===== src/design/bfz_pkg.sv =====
// ----------------------------------------------------------------------------
// bfz_pkg
// Shared types and constants for the zero-padded box filter.
// ----------------------------------------------------------------------------
package bfz_pkg;

  localparam int PIX_W      = 8;
  localparam int CFG_IDX_W  = 2;
  localparam int CFG_DATA_W = 11;
  localparam int KS_W       = 3;
  localparam int RAD_W      = 2;
  localparam int ROW_W      = 11;
  localparam int MAX_HEIGHT = 1024;

  // The kernel_size register is three bits wide, so a window never has more
  // than seven rows or columns.
  localparam int CELL_MAX = 7;

  // One column of up to seven pixels, and the whole window of up to 49.
  localparam int CSUM_W = 11;
  localparam int SUM_W  = 14;

  // floor(sum / area) = (sum * RECIP_TBL[radius]) >> RECIP_SH, exact for any
  // sum below 2**SUM_W.
  localparam int RECIP_W  = 21;
  localparam int RECIP_SH = 20;
  localparam logic [RECIP_W-1:0] RECIP_TBL [4] = '{
    RECIP_W'((2**RECIP_SH + 0) / 1),
    RECIP_W'((2**RECIP_SH + 8) / 9),
    RECIP_W'((2**RECIP_SH + 24) / 25),
    RECIP_W'((2**RECIP_SH + 48) / 49)
  };

  typedef logic [PIX_W-1:0] pixel_t;

  typedef enum logic [CFG_IDX_W-1:0] {
    CFG_KERNEL_SIZE  = 2'd0,
    CFG_IMAGE_WIDTH  = 2'd1,
    CFG_IMAGE_HEIGHT = 2'd2
  } cfg_reg_t;

endpackage


===== src/design/bfz_cell.sv =====
// ----------------------------------------------------------------------------
// bfz_cell
// One window column: holds a column of pixels, passes it to the next cell on
// every shift, and forms the masked column sum for the current output.
// ----------------------------------------------------------------------------
module bfz_cell #(
  parameter int NC = 7
) (
  input  logic                              clk,
  input  logic                              shift_en,
  input  bfz_pkg::pixel_t [NC-1:0]          col_in,
  output bfz_pkg::pixel_t [NC-1:0]          col_out,
  input  logic [NC-1:0]                     row_mask,
  input  logic                              col_en,
  input  logic                              sum_en,
  output logic [bfz_pkg::CSUM_W-1:0]        col_sum
);
  import bfz_pkg::*;

  pixel_t [NC-1:0]   pix_r;
  logic [CSUM_W-1:0] csum_c;
  logic [CSUM_W-1:0] col_sum_r;

  // Element 0 is the newest row, element m the row m lines above it.
  always_ff @(posedge clk) begin
    if (shift_en) begin
      pix_r <= col_in;
    end
  end

  always_comb begin
    csum_c = '0;
    for (int m = 0; m < NC; m++) begin
      if (row_mask[m]) begin
        csum_c = csum_c + CSUM_W'(pix_r[m]);
      end
    end
  end

  always_ff @(posedge clk) begin
    if (sum_en) begin
      col_sum_r <= col_en ? csum_c : '0;
    end
  end

  assign col_out = pix_r;
  assign col_sum = col_sum_r;

endmodule


===== config.mk =====
export PLATFORM = sky130hd
export DESIGN_NAME = bfz_cell
export DESIGN_NICKNAME = d
export VERILOG_FILES = /design/src/design/bfz_pkg.sv /design/src/design/bfz_cell.sv
export SDC_FILE = /design/constraint.sdc
export NUM_CORES = 1
export LEC_CHECK = 0
export BUFFER_PORTS_ARGS = -buffer_cell sky130_fd_sc_hd__buf_2
export CAP_MARGIN = 20
export CORE_UTILIZATION = 49
export CTS_CLUSTER_DIAMETER = 60
export DETAILED_ROUTE_END_ITERATION = 10
export PLACE_DENSITY = 0.77
export SKIP_CTS_REPAIR_TIMING = 1
export SLEW_MARGIN = 20
export SYNTH_ARGS = -nofsm -noshare
export SYNTH_HDL_FRONTEND = slang
export SYNTH_SLANG_ARGS = --single-unit

===== constraint.sdc =====
create_clock -name clk -period 8.8 [get_ports clk]
set_clock_uncertainty 0.05 [all_clocks]
set_input_delay 1.76 -clock clk [delete_from_list [all_inputs] [get_ports clk]]
set_output_delay 1.76 -clock clk [all_outputs]
set_load 0.03 [all_outputs]

# Word-level counts from Yosys, hierarchy flattened
# Cells that the tools add are included.
# word_totals
reg_bits,67
mem_bits_rw,0
memories,0
romBits,0
elab_cells,21
out_inout_bits,67
latchBits,0
# classes
mul,0
bitwise,0
magnitude_cmp,0
shifts,0
addsub,6
eq_ne,0
mux,7
div,0
reduce_logical,0
# ops
operator,n
$add 11x8->11,6
$mux 11,6
$mux 8,1

# Longest topological paths before layout
# Gate-level depths: netlist of run 1.
# logic_depth
ltp_word,13
ltp_mapped,40
ltp_nobuf,39

# Least setup slack after synthesis of run 1
# Ideal clock, no wire load.
# synth_timing
path_kind,input -> register
startpoint,in row_mask[0]
endpoint,reg col_sum_r[10] (netlist: col_sum[10]) (data pin)
setup_slack_ns,0.576
stages,36
n_path_buf,1
setup_time_ns,0.262
arrival_time_ns,7.912
t_required_ns,8.488
cell_sequence,buf_4 and2_1 ha_1 inv_1 fa_1 mux2i_1 fa_1 mux2i_1 inv_1 ha_1 a211o_1 o211ai_1 nand2b_1 a21oi_1 xnor2_1 nand2_1 o31a_1 inv_1 ha_1 xor2_1 nor2_1 a21oi_1 ha_1 or3_1 o21ai_0 nor2_1 a21oi_1 xnor2_1 nand2_1 o21ai_0 ha_1 o21ai_0 nor2_1 nand3_1 mux2i_1 mux2_1
# synth_via
elab_chain_len,13
# synth_rtl
element,line,source
from (decl),bfz_cell.sv:13,"input logic [NC-1:0] row_mask,"
$mux 8 *,bfz_cell.sv:34,if (row_mask[m]) begin
$add 11x8->11,bfz_cell.sv:35,csum_c = csum_c + CSUM_W'(pix_r[m]);
$mux 11 *,bfz_cell.sv:34,
$add 11x8->11,bfz_cell.sv:35,
$mux 11 *,bfz_cell.sv:34,
$add 11x8->11,bfz_cell.sv:35,
$mux 11 *,bfz_cell.sv:34,
$add 11x8->11,bfz_cell.sv:35,
$mux 11 *,bfz_cell.sv:34,
$add 11x8->11,bfz_cell.sv:35,
$mux 11 *,bfz_cell.sv:34,
$add 11x8->11,bfz_cell.sv:35,
$mux 11 *,bfz_cell.sv:34,
to (signal assigned),bfz_cell.sv:42,col_sum_r <= col_en ? csum_c : '0;
to (decl),bfz_cell.sv:22,logic [CSUM_W-1:0] col_sum_r;
# Every way passes the cells marked *; elsewhere a longest branch is shown, timed or not.
# A chain may end at the register's enable or synchronous reset.

# Final worst setup path of run 1
# Same ends and word-level chain as after synthesis.

==> results.toml, run 1 <==
[run_status]
status = "finished, final reports clean"

[final_layout]
final_util_pct = 63.3
multi_input_area_um2 = 2990
diodes = 0
final_cells = 784
area_growth_syn_to_layout_pct = 23.8
layout-drive-gt1-share_pct = 30.9
fill_cells = 804
final_nets = 766
design_area_um2 = 6250
regArea_um2 = 2010

[power]
power_density_nw_per_um2 = 258
clockPowerShare_pct = 15.3
p_switching_uw = 675
sequentialPowerShare_pct = 25.7
ir_worst_vdd_mv = 0.143
p_comb_share_pct = 58.9
p_leak_nw = 2.73
power.total_mw = 1.61
internal_power_uw = 938
swShare_pct = 41.9

[clock_network]
clock_sinks = 67
cts_root_buf = "clkbuf_8"
cts_tree = "yes"
cts_made_buffers = 9
clkTransAtPathRegs_ns = 0.08
cts.htree.levels = 3
clock_latency_ns = 0.36
clk_path_buf_depth = 2

[drt]
wl_per_cell_um = 15.5
wl_um = 12100
vias = 4441
drt_iter0_markers = 282
drcViolationCount = 0
drt.antenna.violating_nets = 0
dr.pass1.iters = 7
vias_per_cell = 5.66

[timing]
slew-limit-headroom_pct = 52.1
finalCriticalPeriod_ns = 8.37
final.setup.tns_ns = 0
max_freq_mhz = 119
drv_slew = 0
max_slew.worst_pin.slew_ns = 0.718
hold_ws_ns = 0.794
period_share_pct = 95.1
fin_ws_ns = 0.432
hold_viol_final = 0
setup_violations = 0

[worst_setup_path]
start_kind = "input port"
cp.required_ns = 8.87
critPathMostFrequentCell = "ha_1"
critPathArrivalTime_ns = 8.44
slowest_delay_ns = 0.40
critPathKind = "in2reg"
end_kind = "flop"
crit_fanout = 10
cp_slowest_cell = "fa_1"

[yosys]
synth_seq_cells = 67
ys_top_cells_by_area = "edfxtp_1 40%, ha_1 12%, a21oi_1 3.2%"
netlist_area_um2 = 5050
synthTopCellsByCount = "67 x edfxtp_1, 47 x ha_1, 33 x nor2_1"
ys_types = 59
seq_area_frac_synth_pct = 39.9
synth_edf_count = 67
synthArstFlopShare_pct = 0
synth_nets = 617
synth_top_area_cell = "edfxtp_1"
synth_top_area_share_pct = 39.9
syn_area_per_cell_um2 = 10.2
synthCells = 497
synth.most_common_cell = "edfxtp_1"
synth_ff_type = "edfxtp_1"
ys_warn_count = 0

[placed_design]
place_area_um2 = 5860
pre_cts_ws_ns = -0.164
place_hpwl_um = 9320
dpl.cell_count = 756
gp_congestion = 0.846
port-buffer-count = 133

[grt]
grt_pass1_wl_um = 18700
grt_usage_pct = 23.0
grt-ovfl-total = 0
antenna_found_initial = 0
grt_pass1_vias = 4073
grt_max_degree = 57

[floorplanning]
pin_count = 134
fp.dieH_um = 103
start_util_pct = 51.2
die_area_um2 = 10700
die_x_um = 103
rows = 36
core_region_area_um2 = 9860

[hold_path]
hp-class = "reg2reg"

[job]
maxCapViolCount = 0
## logic make-up (layout without fill, tap and decap cells)
family	count (synthesis)	in the layout	synth area share [%]
adders and majority gates	53	53	14.0
and+or+nand+nor	134	134	13.1
xor gates and xnor gates	30	30	5.48
AOI/OAI and AO/OA	152	152	20.3
muxes	19	19	4.04
DFF	67	67	39.9
buffers and inverters	42	196	3.20
## cells in the final DEF (no fill, tap or decap), types with 4 or more instances in the layout
cell type,n
ha_1,42
xnor2_1,18
o21ai_0,24
a21oi_2,5
a21o_1,9
o21bai_1,7
fa_1,6
nor3_1,9
a21oi_1,27
o21a_1,17
inv_1,31
buf_4,15
a31oi_1,4
clkbuf_8,9
and2_1,8
nand2b_1,4
mux2_2,10
buf_2,131
o31a_1,5
nand3_1,20
mux2i_1,6
xor2_1,11
or3_1,9
o21ai_1,11
nand2_1,32
nor2_1,33
edfxtp_1,67
a211oi_1,7
## worst paths after layout
path	start	endpoint	slack, ns	depth (start not counted)
max	row_mask[0]	col_sum[10]	0.43	37
min	col_out[48]	col_sum[0]	0.79	3
max reg2reg	col_out[1]	col_sum[10]	1.63	38
min reg2reg	col_out[48]	col_sum[0]	0.79	3
## critical path, delay by kind of cell
kind / cells / cell delay (ns)
AO/OA/AOI/OAI: 9 / 1.37
XOR/XNOR: 5 / 0.65
adder cells (fa/ha/maj): 7 / 2.02
buffers and inverters: 3 / 0.29
multiplexers: 4 / 1.07
AND/OR/NAND/NOR: 9 / 1.27
## registers in the layout, indices dropped and copies added (netlist names)
register  count
col_sum      11
col_out      56
## layer usage
metal  GRT usage [%]  up-vias  part of all wire (%)
met5               0        -                     0
met4            11.2        0                   2.2
met3            3.83       23                   5.1
met2            37.1      157                    48
met1            30.1     2081                    45
li1                -     2180                     -
## power groups by stage
stage	Clock, mW	Sequential (mW)	Combinational (mW)
after CTS	0.253	0.415	0.872
final	0.247	0.415	0.950
after floorplan	0	0.489	0.616
after detailed placement	0	0.422	0.865
after global routing	0.264	0.419	1.05
after global placement	0	0.421	0.826
## cell type report
cell class | count | share of cell area [%]
Timing Repair Buffer | 147 | 12.4
Inverter | 33 | 1.98
Sequential cell | 67 | 32.2
Tap cell | 133 | 2.66
Clock inverter | 6 | 0.901
Clock buffer | 10 | 2.04
Multi-Input combinational cell | 388 | 47.8
Note: power is estimated with default switching activity, not from simulation.
==> run 2: changes to the inputs <==
Settings changed: PLACE_DENSITY 0.77 to 0.79.
==> run 2 against run 1 <==
Net effect: via count shrank 0.34%; first-iteration DRC count shrank 11%; register-to-register slack lost 0.04 ns; cell count shrank 1.0%; largest power group unchanged; highest routed layer unchanged.
==> results.toml, run 2 (synthesis results as in run 1) <==
[worst_setup_path]
slowest_delay_ns = 0.41
cp_slowest_cell = "fa_1"
start_kind = "input port"
cp.required_ns = 8.86
critPathArrivalTime_ns = 8.47
critPathMostFrequentCell = "ha_1"
crit_fanout = 10
end_kind = "flop"
critPathKind = "in2reg"

[final_layout]
final_nets = 759
area_growth_syn_to_layout_pct = 22.6
layout-drive-gt1-share_pct = 30.0
diodes = 0
largest_reg_flops = 56
final_cells = 776
mostFrequentLayoutCells = "132 x buf_2, 67 x edfxtp_1, 40 x ha_1, 33 x nor2_1, 32 x nand2_1"
final_common_cell = "buf_2"

[timing]
setup_violations = 0
final.setup.tns_ns = 0
max_slew.worst_pin.slew_ns = 0.700
hold_viol_final = 0
max_freq_mhz = 119
period_share_pct = 95.6
finalCriticalPeriod_ns = 8.41
fin_ws_ns = 0.386
drv_slew = 0
hold_ws_ns = 0.797
slew-limit-headroom_pct = 53.3

[placed_design]
dpl.cell_count = 757
place_hpwl_um = 9480
port-buffer-count = 133
gp_congestion = 0.857
pre_cts_ws_ns = -0.203

[clock_network]
clock_sinks = 67
cts_tree = "yes"
cts_root_buf = "clkbuf_8"
cts_made_buffers = 9
cts.htree.levels = 3
clk_path_buf_depth = 2
clock_latency_ns = 0.36
clkTransAtPathRegs_ns = 0.07

[grt]
grt-ovfl-total = 0
antenna_found_initial = 0
met3_usage_pct = 4.70
grt_usage_pct = 23.3
grt_pass1_vias = 4237
grt_max_degree = 57
grt_pass1_wl_um = 18900
busiest_layer = "met2"
grtUsageMet2_pct = 39.4
use_met1_pct = 28.6

[run_status]
status = "finished, final reports clean"

[floorplanning]
start_util_pct = 51.2
rows = 36
fp.dieH_um = 103
die_x_um = 103
die_area_um2 = 10700
pin_count = 134
core_region_area_um2 = 9860

[power]
p_leak_nw = 2.69
power_density_nw_per_um2 = 258
ir_worst_vdd_mv = 0.133
power.total_mw = 1.60

[drt]
vias = 4426
drt.antenna.violating_nets = 0
wl_per_cell_um = 15.9
vias_per_cell = 5.70
drcViolationCount = 0
wl_um = 12300
dr.pass1.iters = 5
drt_iter0_markers = 252

[hold_path]
hp-class = "reg2reg"

[job]
maxCapViolCount = 0
==> run 2: changes by cell type in the layout (fill, tap and decap cells not counted), sizes merged <==
cell	delta
buf	-7
clkinvlp	-1
==> run 2: through the flow <==
step	utilization (%)	instance area, um2
final	62.7	6190
after global routing	62.7	6190
after CTS	61.2	6040
after detailed placement	59.4	5860
after global placement	59.4	5860
after floorplan	-	5050
==> run 2: power breakdown <==
group	total (mW)	switching [mW]	internal (mW)
sequential	0.415	0.0183	0.397
clock	0.240	0.115	0.126
combinational	0.943	0.538	0.405
==> run 2: per-layer routing <==
metal | wire [um] | up-vias | share of wire, %
met5 | 0 | - | 0
met4 | 325 | 0 | 2.6
li1 | - | 2158 | -
met1 | 5190 | 2084 | 42
met2 | 6060 | 156 | 49
met3 | 741 | 28 | 6.0
==> run 2: path summary, 6_finish.rpt <==
| path | from | endpoint | slack, ns | cells past startpoint |
|---|---|---|---|---|
| min | col_out[48] | col_sum[0] | 0.80 | 3 |
| min reg2reg | col_out[48] | col_sum[0] | 0.80 | 3 |
| max reg2reg | col_out[1] | col_sum[10] | 1.59 | 39 |
| max | row_mask[0] | col_sum[10] | 0.39 | 37 |
==> run 2: area by class of cell <==
class                           count  area [um2]
Fill cell                         819        3670
Tap cell                          133         166
Multi-Input combinational cell    388        2990
Clock inverter                      5        45.0
Clock buffer                       10         128
Sequential cell                    67        2010
Inverter                           33         124
Timing Repair Buffer              140         721
==> run 2: worst max-delay path, delay by kind of cell <==
kind | cells | cell delay, ns
buffers and inverters | 3 | 0.28
AO/OA/AOI/OAI | 9 | 1.36
AND/OR/NAND/NOR | 9 | 1.33
adder cells (fa/ha/maj) | 7 | 2.10
XOR/XNOR | 5 | 0.58
multiplexers | 4 | 1.07
==> run 3: changes to the inputs <==
Settings changed: PLACE_DENSITY 0.79 to 0.71.
==> run 3 against run 2 <==
Net effect: combinational power shrank 1%; die area unchanged; cell count up 0.52%; worst setup slack better by 0.068 ns; design area up 0.26%; global-route usage is 0.97 points lower; via count decreased by 1.8%; largest cell class unchanged.
==> results.toml, run 3 (synthesis results as in run 1) <==
[run_status]
status = "finished, final reports clean"

[timing]
period_share_pct = 94.8
slew-limit-headroom_pct = 52.6
drv_slew = 0
max_freq_mhz = 120
max_slew.worst_pin.slew_ns = 0.711
finalCriticalPeriod_ns = 8.35
setup_violations = 0
hold_viol_final = 0

[drt]
wl_um = 11800
vias = 4347
drt_iter0_markers = 202
vias_per_cell = 5.57
dr.pass1.iters = 4
drcViolationCount = 0
wl_per_cell_um = 15.1
drt.antenna.violating_nets = 0

[worst_setup_path]
critPathKind = "in2reg"
start_kind = "input port"
critPathMostFrequentCell = "ha_1"
cp_slowest_cell = "fa_1"
critPathArrivalTime_ns = 8.39
slowest_delay_ns = 0.40
cp.required_ns = 8.85
end_kind = "flop"
crit_fanout = 4

[final_layout]
final_util_pct = 62.9
layout-drive-gt1-share_pct = 30.3
diodes = 0
regArea_um2 = 2010
design_area_um2 = 6210
fill_cells = 845
largest_reg_flops = 56
multi_input_area_um2 = 3010
area_growth_syn_to_layout_pct = 23.0
final_nets = 762
final_common_cell = "buf_2"
mostFrequentLayoutCells = "133 x buf_2, 67 x edfxtp_1, 40 x ha_1, 33 x nor2_1, 32 x nand2_1"
final_cells = 780

[power]
p_leak_nw = 2.70
ir_worst_vdd_mv = 0.136
power_density_nw_per_um2 = 252

[placed_design]
dpl.cell_count = 759
place_area_um2 = 5880
gp_congestion = 0.877
place_hpwl_um = 9270
port-buffer-count = 133

[floorplanning]
core_region_area_um2 = 9860
start_util_pct = 51.2
rows = 36
pin_count = 134
fp.dieH_um = 103
die_x_um = 103
die_area_um2 = 10700

[grt]
grt_pass1_wl_um = 18300
grt_max_degree = 57
grt_usage_pct = 22.3
grt_pass1_vias = 4006
grt-ovfl-total = 0
antenna_found_initial = 0

[clock_network]
cts_made_buffers = 9
clkTransAtPathRegs_ns = 0.07
cts_tree = "yes"
cts_root_buf = "clkbuf_8"
clk_path_buf_depth = 2
cts.htree.levels = 3
clock_latency_ns = 0.34
clock_sinks = 67

[job]
maxCapViolCount = 0

[hold_path]
hp-class = "reg2reg"
run 3: per-layer routing:
layer	track usage, %	vias to the layer above	routed length (um)
met2	36.3	112	5320
met4	6.50	0	232
li1	-	2174	-
met3	4.23	18	528
met1	30.4	2043	5700
met5	0	-	0
run 3: final timing paths:
path | to | slack (ns) | from | cells after the start
worst max-delay path | col_sum[10] | 0.45 | row_mask[0] | 35
worst min register to register | col_sum[0] | 0.80 | col_out[48] | 3
worst max register to register | col_sum[10] | 1.62 | col_out[0] | 34
worst min-delay path | col_sum[0] | 0.80 | col_out[48] | 3
run 3: metrics by stage:
| stage | worst slack, ns | setup TNS, ns | total power [mW] | hold WS [ns] |
|---|---|---|---|---|
| floorplan | 0.576 | 0 | 1.11 | 0.920 |
| global placement | -0.0281 | -0.0281 | 1.26 | 0.766 |
| detailed placement | -0.151 | -0.151 | 1.30 | 0.802 |
| CTS | 0.158 | 0 | 1.52 | 0.820 |
| global route | -0.0683 | -0.0683 | 1.70 | 0.854 |
| finish | 0.454 | 0 | 1.56 | 0.795 |
run 3: final cells by class:
| class | count | share of cell area (%) |
|---|---|---|
| multi-input cells | 388 | 48.5 |
| flip-flops and latches | 67 | 32.4 |
| repair buffers | 143 | 11.9 |
| well taps | 133 | 2.68 |
| clock buffers | 14 | 2.30 |
| inverters | 33 | 2.00 |
| clock inverters | 2 | 0.202 |
run 3: report_power, final:
part	total [mW]	internal (mW)	switching, mW
registers	0.415	0.397	0.0182
logic	0.934	0.404	0.530
clock network	0.216	0.103	0.114
run 3: worst max-delay path, delay by kind of cell:
kind	cells	cell delay, ns
buf+inv	4	0.30
xor+xnor	2	0.27
compound gates	9	1.33
mux	4	1.09
fa+ha+maj	7	2.21
simple gates	9	1.41
